**config.mk**
```make
export PLATFORM = sky130hd
export DESIGN_NAME = scrub_region_table_core
export DESIGN_NICKNAME = d
export VERILOG_FILES = /design/src/hdl/srt_pkg.sv /design/src/hdl/scrub_region_table_core.sv
export SDC_FILE = /design/constraint.sdc
export NUM_CORES = 2
export LEC_CHECK = 0
export CORE_ASPECT_RATIO = 1.4
export CORE_MARGIN = 5
export CORE_UTILIZATION = 60
export DETAILED_ROUTE_END_ITERATION = 10
export DONT_BUFFER_PORTS = 1
export GPL_TIMING_DRIVEN = 1
export PLACE_DENSITY_LB_ADDON = 0.1
export SYNTH_ARGS = -nofsm -noshare
export SYNTH_HDL_FRONTEND = slang
export SYNTH_SLANG_ARGS = --single-unit
```
**constraint.sdc**
```tcl
create_clock -name i_clk -period 23.9 [get_ports i_clk]
set_clock_uncertainty 0.15 [all_clocks]
set_input_delay 2.39 -clock i_clk [delete_from_list [all_inputs] [get_ports i_clk]]
set_output_delay 2.39 -clock i_clk [all_outputs]
set_load 0.05 [all_outputs]
```
**src/hdl/srt_pkg.sv**
```systemverilog
// Shared types and constants of the scrub region table.
package srt_pkg;

    localparam int FRAME_BITS = 28;
    localparam int FRAME_W    = 28;
    localparam int PAGES_W    = 29;
    localparam int SUM_W      = 30;
    localparam int IN_DATA_W  = 64;
    localparam int OUT_DATA_W = 96;

    localparam logic [SUM_W-1:0] FRAME_LIMIT = SUM_W'(1) << FRAME_BITS;

    typedef enum logic [1:0] {
        ACT_ADD  = 2'd0,
        ACT_DEL  = 2'd1,
        ACT_SPAN = 2'd2,
        ACT_NONE = 2'd3
    } t_action;

    typedef enum logic [1:0] {
        ST_OK    = 2'd0,
        ST_BAD   = 2'd1,
        ST_FULL  = 2'd2,
        ST_EMPTY = 2'd3
    } t_status;

    typedef struct packed {
        logic [FRAME_W-1:0] first;
        logic [PAGES_W-1:0] length;
    } t_entry;

endpackage

```
**src/hdl/scrub_region_table_core.sv**
```systemverilog
// Scrub region table: sorted region list in a RAM with a scan/shift sequencer.
// A trivial request needs no RAM access; a scan reads each entry visited, and an insert,
// split or removal shifts entries one at a time through the RAM; a span that wraps rescans from the first entry.
// One request is in flight at a time; the result register frees the input side.
// Synchronous active-low reset empties the table and clears total and disable flag.
module scrub_region_table_core #(
    parameter int MAX_REGIONS = 16
) (
    input  logic                            i_clk,
    input  logic                            i_rst_n,
    input  logic                            i_s_axis_tvalid,
    output logic                            o_s_axis_tready,
    // page_frame[27:0], page_count[56:28]
    input  logic [srt_pkg::IN_DATA_W-1:0]   i_s_axis_tdata,
    // action[1:0]
    input  logic [1:0]                      i_s_axis_tuser,
    output logic                            o_m_axis_tvalid,
    input  logic                            i_m_axis_tready,
    // status[1:0], span_start[29:2], span_pages[58:30], table_end[59],
    // total_pages[88:60], scrub_off[89]
    output logic [srt_pkg::OUT_DATA_W-1:0]  o_m_axis_tdata
);
    import srt_pkg::*;

    localparam int IW = (MAX_REGIONS > 1) ? $clog2(MAX_REGIONS) : 1;
    localparam int CW = $clog2(MAX_REGIONS + 1);

    typedef enum logic [3:0] {
        S_IDLE, S_RD, S_EV, S_RD2, S_NB, S_OPN, S_OPW, S_CLN, S_CLW, S_OUT
    } t_state;

    t_state               r_state;
    t_entry               r_mem [MAX_REGIONS];
    t_entry               r_rd;
    logic                 r_we;
    logic [IW-1:0]        r_wa;
    t_entry               r_wd;
    logic [IW-1:0]        n_ra;

    t_action              r_act;
    logic [FRAME_W-1:0]   r_a;
    logic [PAGES_W-1:0]   r_n;
    logic [CW-1:0]        r_cnt, r_idx, r_k, r_ins;
    logic                 r_wrap;
    logic [FRAME_W-1:0]   r_s;
    logic [PAGES_W-1:0]   r_len;
    t_entry               r_new;
    logic [PAGES_W-1:0]   r_total;
    logic                 r_off;
    t_status              r_sts;
    logic [FRAME_W-1:0]   r_sp_start;
    logic [PAGES_W-1:0]   r_sp_pages;
    logic                 r_sp_end;
    logic                 r_ov;
    logic [OUT_DATA_W-1:0] r_odata;

    logic [FRAME_W-1:0]   in_a;
    logic [PAGES_W-1:0]   in_n;
    logic [SUM_W-1:0]     in_stop;
    logic [SUM_W-1:0]     a30, n30, stop30, s30, e30, cur30, rest30, len30;
    logic [CW-1:0]        idx_nx;

    assign in_a    = i_s_axis_tdata[FRAME_W-1:0];
    assign in_n    = i_s_axis_tdata[FRAME_W+PAGES_W-1:FRAME_W];
    assign in_stop = SUM_W'(in_a) + SUM_W'(in_n);

    assign a30    = SUM_W'(r_a);
    assign n30    = SUM_W'(r_n);
    assign stop30 = a30 + n30;
    assign s30    = SUM_W'(r_rd.first);
    assign e30    = s30 + SUM_W'(r_rd.length);
    assign cur30  = (r_wrap || a30 < s30) ? s30 : a30;
    assign rest30 = e30 - cur30;
    assign len30  = (n30 > rest30) ? rest30 : n30;
    assign idx_nx = r_idx + CW'(1);

    always_comb begin
        case (r_state)
            S_RD:    n_ra = r_idx[IW-1:0];
            S_RD2:   n_ra = idx_nx[IW-1:0];
            S_OPN:   n_ra = IW'(r_k - CW'(1));
            S_CLN:   n_ra = IW'(r_k + CW'(1));
            default: n_ra = r_idx[IW-1:0];
        endcase
    end

    always_ff @(posedge i_clk) begin
        if (r_we) begin
            r_mem[r_wa] <= r_wd;
        end
        r_rd <= r_mem[n_ra];
    end

    assign o_s_axis_tready = (r_state == S_IDLE);
    assign o_m_axis_tvalid = r_ov;
    assign o_m_axis_tdata  = r_odata;

    always_ff @(posedge i_clk) begin
        if (!i_rst_n) begin
            r_state <= S_IDLE;
            r_we    <= 1'b0;
            r_cnt   <= '0;
            r_total <= '0;
            r_off   <= 1'b0;
            r_ov    <= 1'b0;
        end else begin
            if (r_state == S_OUT && (!r_ov || i_m_axis_tready)) begin
                r_ov <= 1'b1;
            end else if (r_ov && i_m_axis_tready) begin
                r_ov <= 1'b0;
            end
            case (r_state)
                S_IDLE: begin
                    if (i_s_axis_tvalid) begin
                        r_act      <= t_action'(i_s_axis_tuser);
                        r_a        <= in_a;
                        r_n        <= in_n;
                        r_idx      <= '0;
                        r_wrap     <= 1'b0;
                        r_sp_start <= '0;
                        r_sp_pages <= '0;
                        r_sp_end   <= 1'b0;
                        case (t_action'(i_s_axis_tuser))
                            ACT_ADD: begin
                                if (in_n == '0) begin
                                    r_sts   <= ST_OK;
                                    r_state <= S_OUT;
                                end else if (in_stop > FRAME_LIMIT) begin
                                    r_sts   <= ST_BAD;
                                    r_state <= S_OUT;
                                end else begin
                                    r_sts   <= ST_OK;
                                    r_state <= S_RD;
                                end
                            end
                            ACT_DEL: begin
                                r_sts   <= ST_OK;
                                r_state <= (in_n == '0) ? S_OUT : S_RD;
                            end
                            ACT_SPAN: begin
                                if (r_cnt == '0) begin
                                    r_sts   <= ST_EMPTY;
                                    r_state <= S_OUT;
                                end else begin
                                    r_sts   <= ST_OK;
                                    r_state <= S_RD;
                                end
                            end
                            default: begin
                                r_sts   <= ST_OK;
                                r_state <= S_OUT;
                            end
                        endcase
                    end
                end
                S_RD: begin
                    if (r_idx >= r_cnt) begin
                        case (r_act)
                            ACT_ADD: begin
                                if (r_cnt >= CW'(MAX_REGIONS)) begin
                                    r_sts   <= ST_FULL;
                                    r_state <= S_OUT;
                                end else begin
                                    r_ins   <= r_idx;
                                    r_k     <= r_cnt;
                                    r_new   <= '{first: r_a, length: r_n};
                                    r_total <= r_total + r_n;
                                    r_state <= S_OPN;
                                end
                            end
                            ACT_SPAN: begin
                                r_wrap <= 1'b1;
                                r_idx  <= '0;
                            end
                            default: begin
                                r_sts   <= ST_BAD;
                                r_state <= S_OUT;
                            end
                        endcase
                    end else begin
                        r_state <= S_EV;
                    end
                end
                S_EV: begin
                    case (r_act)
                        ACT_ADD: begin
                            if (a30 > e30) begin
                                r_idx   <= idx_nx;
                                r_state <= S_RD;
                            end else if (stop30 == s30) begin
                                r_we    <= 1'b1;
                                r_wa    <= r_idx[IW-1:0];
                                r_wd    <= '{first: r_a, length: r_rd.length + r_n};
                                r_total <= r_total + r_n;
                                r_state <= S_OUT;
                            end else if (a30 == e30) begin
                                if (idx_nx < r_cnt) begin
                                    r_s     <= r_rd.first;
                                    r_len   <= r_rd.length;
                                    r_state <= S_RD2;
                                end else begin
                                    r_we    <= 1'b1;
                                    r_wa    <= r_idx[IW-1:0];
                                    r_wd    <= '{first: r_rd.first,
                                                 length: r_rd.length + r_n};
                                    r_total <= r_total + r_n;
                                    r_state <= S_OUT;
                                end
                            end else if (stop30 > s30) begin
                                r_sts   <= ST_BAD;
                                r_state <= S_OUT;
                            end else if (r_cnt >= CW'(MAX_REGIONS)) begin
                                r_sts   <= ST_FULL;
                                r_state <= S_OUT;
                            end else begin
                                r_ins   <= r_idx;
                                r_k     <= r_cnt;
                                r_new   <= '{first: r_a, length: r_n};
                                r_total <= r_total + r_n;
                                r_state <= S_OPN;
                            end
                        end
                        ACT_DEL: begin
                            if (!(a30 >= s30 && a30 < e30)) begin
                                r_idx   <= idx_nx;
                                r_state <= S_RD;
                            end else if (stop30 > e30) begin
                                r_sts   <= ST_BAD;
                                r_state <= S_OUT;
                            end else if (!(a30 != s30 && stop30 != e30)
                                         || r_cnt < CW'(MAX_REGIONS)) begin
                                r_total <= r_total - r_n;
                                if (r_total == r_n) begin
                                    r_off <= 1'b1;
                                end
                                if (a30 == s30) begin
                                    if (r_n == r_rd.length) begin
                                        r_k     <= r_idx;
                                        r_state <= S_CLN;
                                    end else begin
                                        r_we    <= 1'b1;
                                        r_wa    <= r_idx[IW-1:0];
                                        r_wd    <= '{first: FRAME_W'(s30 + n30),
                                                     length: r_rd.length - r_n};
                                        r_state <= S_OUT;
                                    end
                                end else if (stop30 == e30) begin
                                    r_we    <= 1'b1;
                                    r_wa    <= r_idx[IW-1:0];
                                    r_wd    <= '{first: r_rd.first,
                                                 length: r_rd.length - r_n};
                                    r_state <= S_OUT;
                                end else begin
                                    r_we    <= 1'b1;
                                    r_wa    <= r_idx[IW-1:0];
                                    r_wd    <= '{first: r_rd.first,
                                                 length: PAGES_W'(a30 - s30)};
                                    r_new   <= '{first: FRAME_W'(stop30),
                                                 length: PAGES_W'(e30 - stop30)};
                                    r_ins   <= idx_nx;
                                    r_k     <= r_cnt;
                                    r_state <= S_OPN;
                                end
                            end else begin
                                r_sts   <= ST_FULL;
                                r_state <= S_OUT;
                            end
                        end
                        default: begin
                            if (r_wrap || a30 < e30) begin
                                r_sp_start <= FRAME_W'(cur30);
                                r_sp_pages <= PAGES_W'(len30);
                                r_sp_end   <= (idx_nx == r_cnt) && (len30 == rest30);
                                r_state    <= S_OUT;
                            end else begin
                                r_idx   <= idx_nx;
                                r_state <= S_RD;
                            end
                        end
                    endcase
                end
                S_RD2: r_state <= S_NB;
                S_NB: begin
                    if (stop30 > SUM_W'(r_rd.first)) begin
                        r_sts   <= ST_BAD;
                        r_state <= S_OUT;
                    end else begin
                        r_total <= r_total + r_n;
                        r_we    <= 1'b1;
                        r_wa    <= r_idx[IW-1:0];
                        if (stop30 == SUM_W'(r_rd.first)) begin
                            r_wd    <= '{first: r_s, length: r_len + r_n + r_rd.length};
                            r_k     <= idx_nx;
                            r_state <= S_CLN;
                        end else begin
                            r_wd    <= '{first: r_s, length: r_len + r_n};
                            r_state <= S_OUT;
                        end
                    end
                end
                S_OPN: begin
                    if (r_k == r_ins) begin
                        r_we    <= 1'b1;
                        r_wa    <= r_ins[IW-1:0];
                        r_wd    <= r_new;
                        r_cnt   <= r_cnt + CW'(1);
                        r_state <= S_OUT;
                    end else begin
                        r_we    <= 1'b0;
                        r_state <= S_OPW;
                    end
                end
                S_OPW: begin
                    r_we    <= 1'b1;
                    r_wa    <= r_k[IW-1:0];
                    r_wd    <= r_rd;
                    r_k     <= r_k - CW'(1);
                    r_state <= S_OPN;
                end
                S_CLN: begin
                    r_we <= 1'b0;
                    if (r_k + CW'(1) < r_cnt) begin
                        r_state <= S_CLW;
                    end else begin
                        r_cnt   <= r_cnt - CW'(1);
                        r_state <= S_OUT;
                    end
                end
                S_CLW: begin
                    r_we    <= 1'b1;
                    r_wa    <= r_k[IW-1:0];
                    r_wd    <= r_rd;
                    r_k     <= r_k + CW'(1);
                    r_state <= S_CLN;
                end
                S_OUT: begin
                    r_we <= 1'b0;
                    if (!r_ov || i_m_axis_tready) begin
                        r_odata <= {6'd0, r_off, r_total, r_sp_end, r_sp_pages,
                                    r_sp_start, r_sts};
                        r_state <= S_IDLE;
                    end
                end
                default: r_state <= S_IDLE;
            endcase
        end
    end

endmodule

```
# Yosys cells after proc, flatten, opt, wreduce, memory -nomap -nowiden
# Memory sizes are Yosys's and may differ from the RTL's. A register that Yosys moved wholly into a read port is not among the register bits.
# Index checks and enable logic that the tools add are counted.
[word_totals]
ff_bits = 441
ram_bits = 912
input_bits = 70
output_inout_bits = 98
elab_cells = 343
mem_count = 1
[memory_table]
columns = ["name", "words", "word_bits", "read_ports", "rd_clocked_by_memory_dff", "wr", "line_no", "source"]
rows = [
  ["r_mem", 16, 57, 1, 1, 1, "scrub_region_table_core.sv:33", "t_entry r_mem [MAX_REGIONS];"],
]
[classes]
add_sub_neg = 18
order_cmp = 13
n_eq_ne = 59
n_mux = 179
n_bitwise = 3
n_reduce_logical = 45
[op_table]
columns = ["op", "n"]
rows = [
  ["$mux 57", 23],
  ["$mux 29", 17],
  ["$pmux 57 s2", 3],
  ["$pmux 57 s4", 1],
  ["$mux 5", 35],
  ["$mux 4", 34],
  ["$add 29x29->29", 4],
  ["$pmux 29 s2", 2],
  ["$mux 28", 4],
  ["$add 28x29->30", 3],
  ["$pmux 29 s3", 1],
  ["$sub 29x29->29", 3],
  ["$eq 30x30->1", 2],
  ["$eq 29x29->1", 2],
  ["$pmux 28 s2", 1],
  ["$pmux 5 s2", 5],
  ["$pmux 4 s10", 1],
  ["$ne 3x3->1 const B", 13],
  ["$eq 28x30->1", 1],
  ["$eq 30x28->1", 1],
  ["$gt 28x30->1", 1],
  ["$gt 29x30->1", 1],
  ["$gt 30x28->1", 1],
  ["$gt 30x29->1 const B", 1],
  ["62 further kinds", 157],
]

# Logic depth before layout (Yosys ltp)
[depth]
depth_word = 11
ltp_mapped = 35
ltp_nobuf = 33

# Least setup slack after synthesis
# Ideal clock, no wire load.
[synth_path]
path_kind = "register -> register"
start = "register r_rd[1] (netlist name)"
end = "register r_wa[0] (enable)"
setup_time_ns = 0.556
arrival_time_ns = 8.737
t_required_ns = 23.194
slack_ns = 14.457
stages_incl_launch_ff = 25
path_buffers = 1
synth_period_minus_slack_ns = 9.443
path_cell_list = "dfxtp_1 ha_1 a21o_1 a21oi_1 o21ai_0 a211oi_1 a31oi_1 a21oi_1 o21ai_0 a21o_1 a21o_1 a21o_1 a21o_1 xor2_1 inv_1 ha_1 nand4_1 nor4_1 nand2_1 or2_1 buf_2 nand2b_1 a21oi_1 o22ai_1 nor3_1"
[synth_between]
elab_chain_cells = 7
elab_cells_between_ends = 18
cone_classes = "add/sub (1); order compare (3); eq/ne (9); reduce/logical (5)"
[synth_rtl]
columns = ["element", "line_no", "source"]
rows = [
  ["parallel branches: the longest is 6 deep, another holds $add 28x29->30", "n/a", ""],
  ["$reduce_and 12->1 (no source line) *", "n/a", ""],
  ["to (signal assigned)", "scrub_region_table_core.sv:242", "r_wa <= r_idx[IW-1:0];"],
  ["to (signal assigned)", "scrub_region_table_core.sv:249", "r_wa <= r_idx[IW-1:0];"],
  ["to (signal assigned)", "scrub_region_table_core.sv:255", "r_wa <= r_idx[IW-1:0];"],
  ["to (decl)", "scrub_region_table_core.sv:36", "logic [IW-1:0] r_wa;"],
]
# Every way passes the cells marked *.
# A chain may end at the register's enable or synchronous reset.

# Worst setup path after layout
[layout_path]
start = "register r_rd[54] (netlist name)"
end = "register r_sp_pages[11], data pin"
[layout_between]
elab_chain_cells = 9
elab_cells_between_ends = 10
cone_classes = "add/sub (2); order compare (2); mux (5); reduce/logical (1)"
[layout_rtl]
columns = ["element", "line_no", "source"]
rows = [
  ["$lt 28x28->1", "scrub_region_table_core.sv:72", "assign cur30 = (r_wrap || a30 < s30) ? s30 : a30;"],
  ["$logic_or 1x1->1", "scrub_region_table_core.sv:72", ""],
  ["$mux 28", "scrub_region_table_core.sv:72", ""],
  ["$sub 30x28->30 *", "scrub_region_table_core.sv:73", "assign rest30 = e30 - cur30;"],
  ["$gt 29x30->1", "scrub_region_table_core.sv:74", "assign len30 = (n30 > rest30) ? rest30 : n30;"],
  ["$mux 30 *", "scrub_region_table_core.sv:74", ""],
  ["$mux 29 *", "scrub_region_table_core.sv:270", "if (r_wrap || a30 < e30) begin"],
  ["$mux 29 *", "scrub_region_table_core.sv:185", "case (r_act)"],
  ["$pmux 29 s2 *", "scrub_region_table_core.sv:112", "case (r_state)"],
  ["to (signal assigned)", "scrub_region_table_core.sv:272", "r_sp_pages <= PAGES_W'(len30);"],
  ["to (decl)", "scrub_region_table_core.sv:52", "logic [PAGES_W-1:0] r_sp_pages;"],
]
# Every way passes the cells marked *; elsewhere a longest branch is shown, timed or not. The select of a mux whose other input is x is not followed.

==> flow_metrics.env <==
export IMPL_outcome="finished clean"
export IMPL_synth_top_cell_by_area="edfxtp_1"
export IMPL_slowest_delay_ns=0.72
export IMPL_clkSlewWorstSetupHoldPaths_ns=0.07
export IMPL_hold_end="o_m_axis_tdata[47]"
export IMPL_hp_class="reg2reg"
export IMPL_root_buffer="clkbuf_16"
export IMPL_drt_wl_total_mm=274
export IMPL_avgSynthCellArea_um2=10.7
export IMPL_r2r_start="r_rd[54]"
export IMPL_io_pins=168
export IMPL_post_route_period_util_pct=40.6
export IMPL_grt_max_degree=168
export IMPL_ctsResizeCount=0
export IMPL_worst_setup_path_start_kind="flop"
export IMPL_dr_pass1_iters=7
export IMPL_mostFrequentLayoutCells="edfxtp_1 (1,312), nand2_1 (815), a21oi_1 (591), ha_1 (497), nor2_1 (424)"
export IMPL_clock_fmax_mhz=103
export IMPL_r2r_cells=28
export IMPL_routedWlPerCell_um=30.0
export IMPL_finalWeightedCongestion=1.04
export IMPL_ctsHoldBuffers=0
export IMPL_critPathSlowestCell="o21ai_0"
export IMPL_tritoncts="built"
export IMPL_cts_setup_buffers=0
export IMPL_fill_cells=10000
export IMPL_crit_required_ns=24.26
export IMPL_worstMarginPinSlew_ns=1.15
export IMPL_coreArea_um2=131000
export IMPL_tns_ns=0
export IMPL_portBuffers=0
export IMPL_clk_path_buf_depth=3
export IMPL_drc=0
export IMPL_synthCells=7391
export IMPL_rows=157
export IMPL_synth_top_cell_area_share_pct=49.7
export IMPL_synth_distinct_cells=109
export IMPL_drv_slew=0
export IMPL_grtUsageTotal_pct=38.3
export IMPL_setup_violations_final=0
export IMPL_vias_per_cell=6.75
export IMPL_ys_seq_area_share_pct=52.2
export IMPL_rsz0062_at_grt="false"
export IMPL_end_kind="flop"
export IMPL_yosysWarnings=0
export IMPL_clock_latency_ns=0.81
export IMPL_drt_iter0_drc=6745
export IMPL_cp_num_buf_inv=3
export IMPL_die_h_um=440
export IMPL_cp_top_family="compound AO/OA/AOI/OAI gates"
export IMPL_syn_to_final_growth_pct=8.00
export IMPL_dpl_hpwl_mm=187
export IMPL_synth_main_ff_cell="edfxtp_1"
export IMPL_chipWidth_um=317
export IMPL_final_hold_viol_count=0
export IMPL_regToRegSetupSlack_ns=14.19
export IMPL_syn_area_um2=79300
export IMPL_min_period_ns=9.71
export IMPL_clkSinkCount=1410
export IMPL_hold_start="r_sp_pages[17]"
export IMPL_async_reset_ff_share_pct=0
export IMPL_htreeDepth=4
export IMPL_max_cap_violations=0
export IMPL_synth_area_leaders="edfxtp_1 (50%), ha_1 (7.8%), nand2_1 (3.9%), a21oi_1 (3.7%), a211oi_1 (3.3%)"
export IMPL_crit_fanout=52
export IMPL_grt_pass1_vias=59200
export IMPL_nNetsFinal=7835
export IMPL_crit_type="reg2reg"
export IMPL_via_count=61600
export IMPL_cts_buffers=135
export IMPL_synth_ff_latch_count=1410
export IMPL_synth_edf_count=1312
export IMPL_overflow=0
export IMPL_mostFrequentLayoutCell="edfxtp_1"
export IMPL_grt_pass1_wl_mm=390
export IMPL_ant_nets=0
export IMPL_rr_endpoint="r_sp_pages[11]"
export IMPL_slew_headroom_pct=22.9
export IMPL_antenna_found_initial=14
export IMPL_start_util_pct=60.5
export IMPL_crit_arrival_ns=10.07
export IMPL_dieArea_um2=140000
export IMPL_worst_hold_path_num_cells=0
export IMPL_drive_gt1_share_pct=6.26
-- worst max-delay path by stage --
stage	startpoint	endpoint	cells after the start
3_5_place_dp	r_rd[54]	r_sp_pages[11]	29
3_3_place_gp	r_rd[54]	r_sp_pages[13]	29
2_1_floorplan	r_rd[1]	r_wa[0]	24
4_1_cts	r_rd[54]	r_sp_pages[11]	29
5_1_grt	r_rd[54]	r_sp_pages[14]	29
6_report	r_rd[54]	r_sp_pages[11]	28
-- flip-flops by register name, indices dropped and copies added, names as in the netlist, 29 cells and up --
| name | cells |
|---|---|
| r_total | 29 |
| r_wd | 57 |
| r_len | 29 |
| o_m_axis_tdata | 90 |
| r_mem | 912 |
| r_new | 57 |
| r_n | 29 |
| r_rd | 57 |
| r_sp_pages | 29 |
-- layer usage --
metal	part of all wire (%)	global-route usage, %	vias to the layer above	routed length, um
li1	-	-	27500	-
met1	36	44.8	29900	97200
met2	46	61.7	3176	126000
met3	7.9	7.17	953	21700
met4	10	30.9	8	28100
met5	0.018	0	-	50
-- kinds of logic (layout without fill, tap and decap cells) --
kind of cell / count (synthesis) / count (layout) / share of synthesized area [%]
compound gates: 2295 / 2295 / 19.3
simple gates: 2094 / 2094 / 12.4
mux: 94 / 94 / 1.22
buf+inv: 689 / 656 / 3.36
other cells: 1 / 10 / 0.00473
xor+xnor: 295 / 295 / 3.35
fa+ha+maj: 513 / 513 / 8.22
flops: 1410 / 1410 / 52.2
-- through the flow --
stage               cell area [um2]  hold slack, ns  utilization (%)  setup slack, ns  instances
floorplan                     79300           0.250                -            14.46       7396
finish                        85600           0.272             65.4            14.19       9116
global placement              81100           0.252             61.9            14.34       8866
CTS                           85600           0.270             65.3            14.35       9112
global route                  85600           0.279             65.3            13.51       9112
detailed placement            81100           0.255             61.9            14.43       8866
-- cells in the mapped netlist, drive strengths merged, types with 127 or more instances --
cell / instances
a211oi: 353
a21o: 164
a21oi: 596
a311oi: 130
a31oi: 160
and2: 261
clkbuf: 357
edfxtp: 1312
ha: 497
inv: 287
nand2: 818
nor2: 441
nor3: 127
o21ai: 383
xnor2: 193
-- final cells by class --
class | count | area (um2) | share of cell area [%]
sequential | 1410 | 41400 | 48.3
multi-input combinational | 5297 | 35600 | 41.5
clock buffer | 176 | 3700 | 4.32
tap | 1749 | 2190 | 2.56
inverter | 289 | 1080 | 1.27
timing repair buffer | 121 | 958 | 1.12
clock inverter | 70 | 772 | 0.902
antenna | 4 | 10.0 | 0.0117
Power is not shown: default switching activity piles up to over one toggle a cycle in this logic, so the estimate is an artifact.
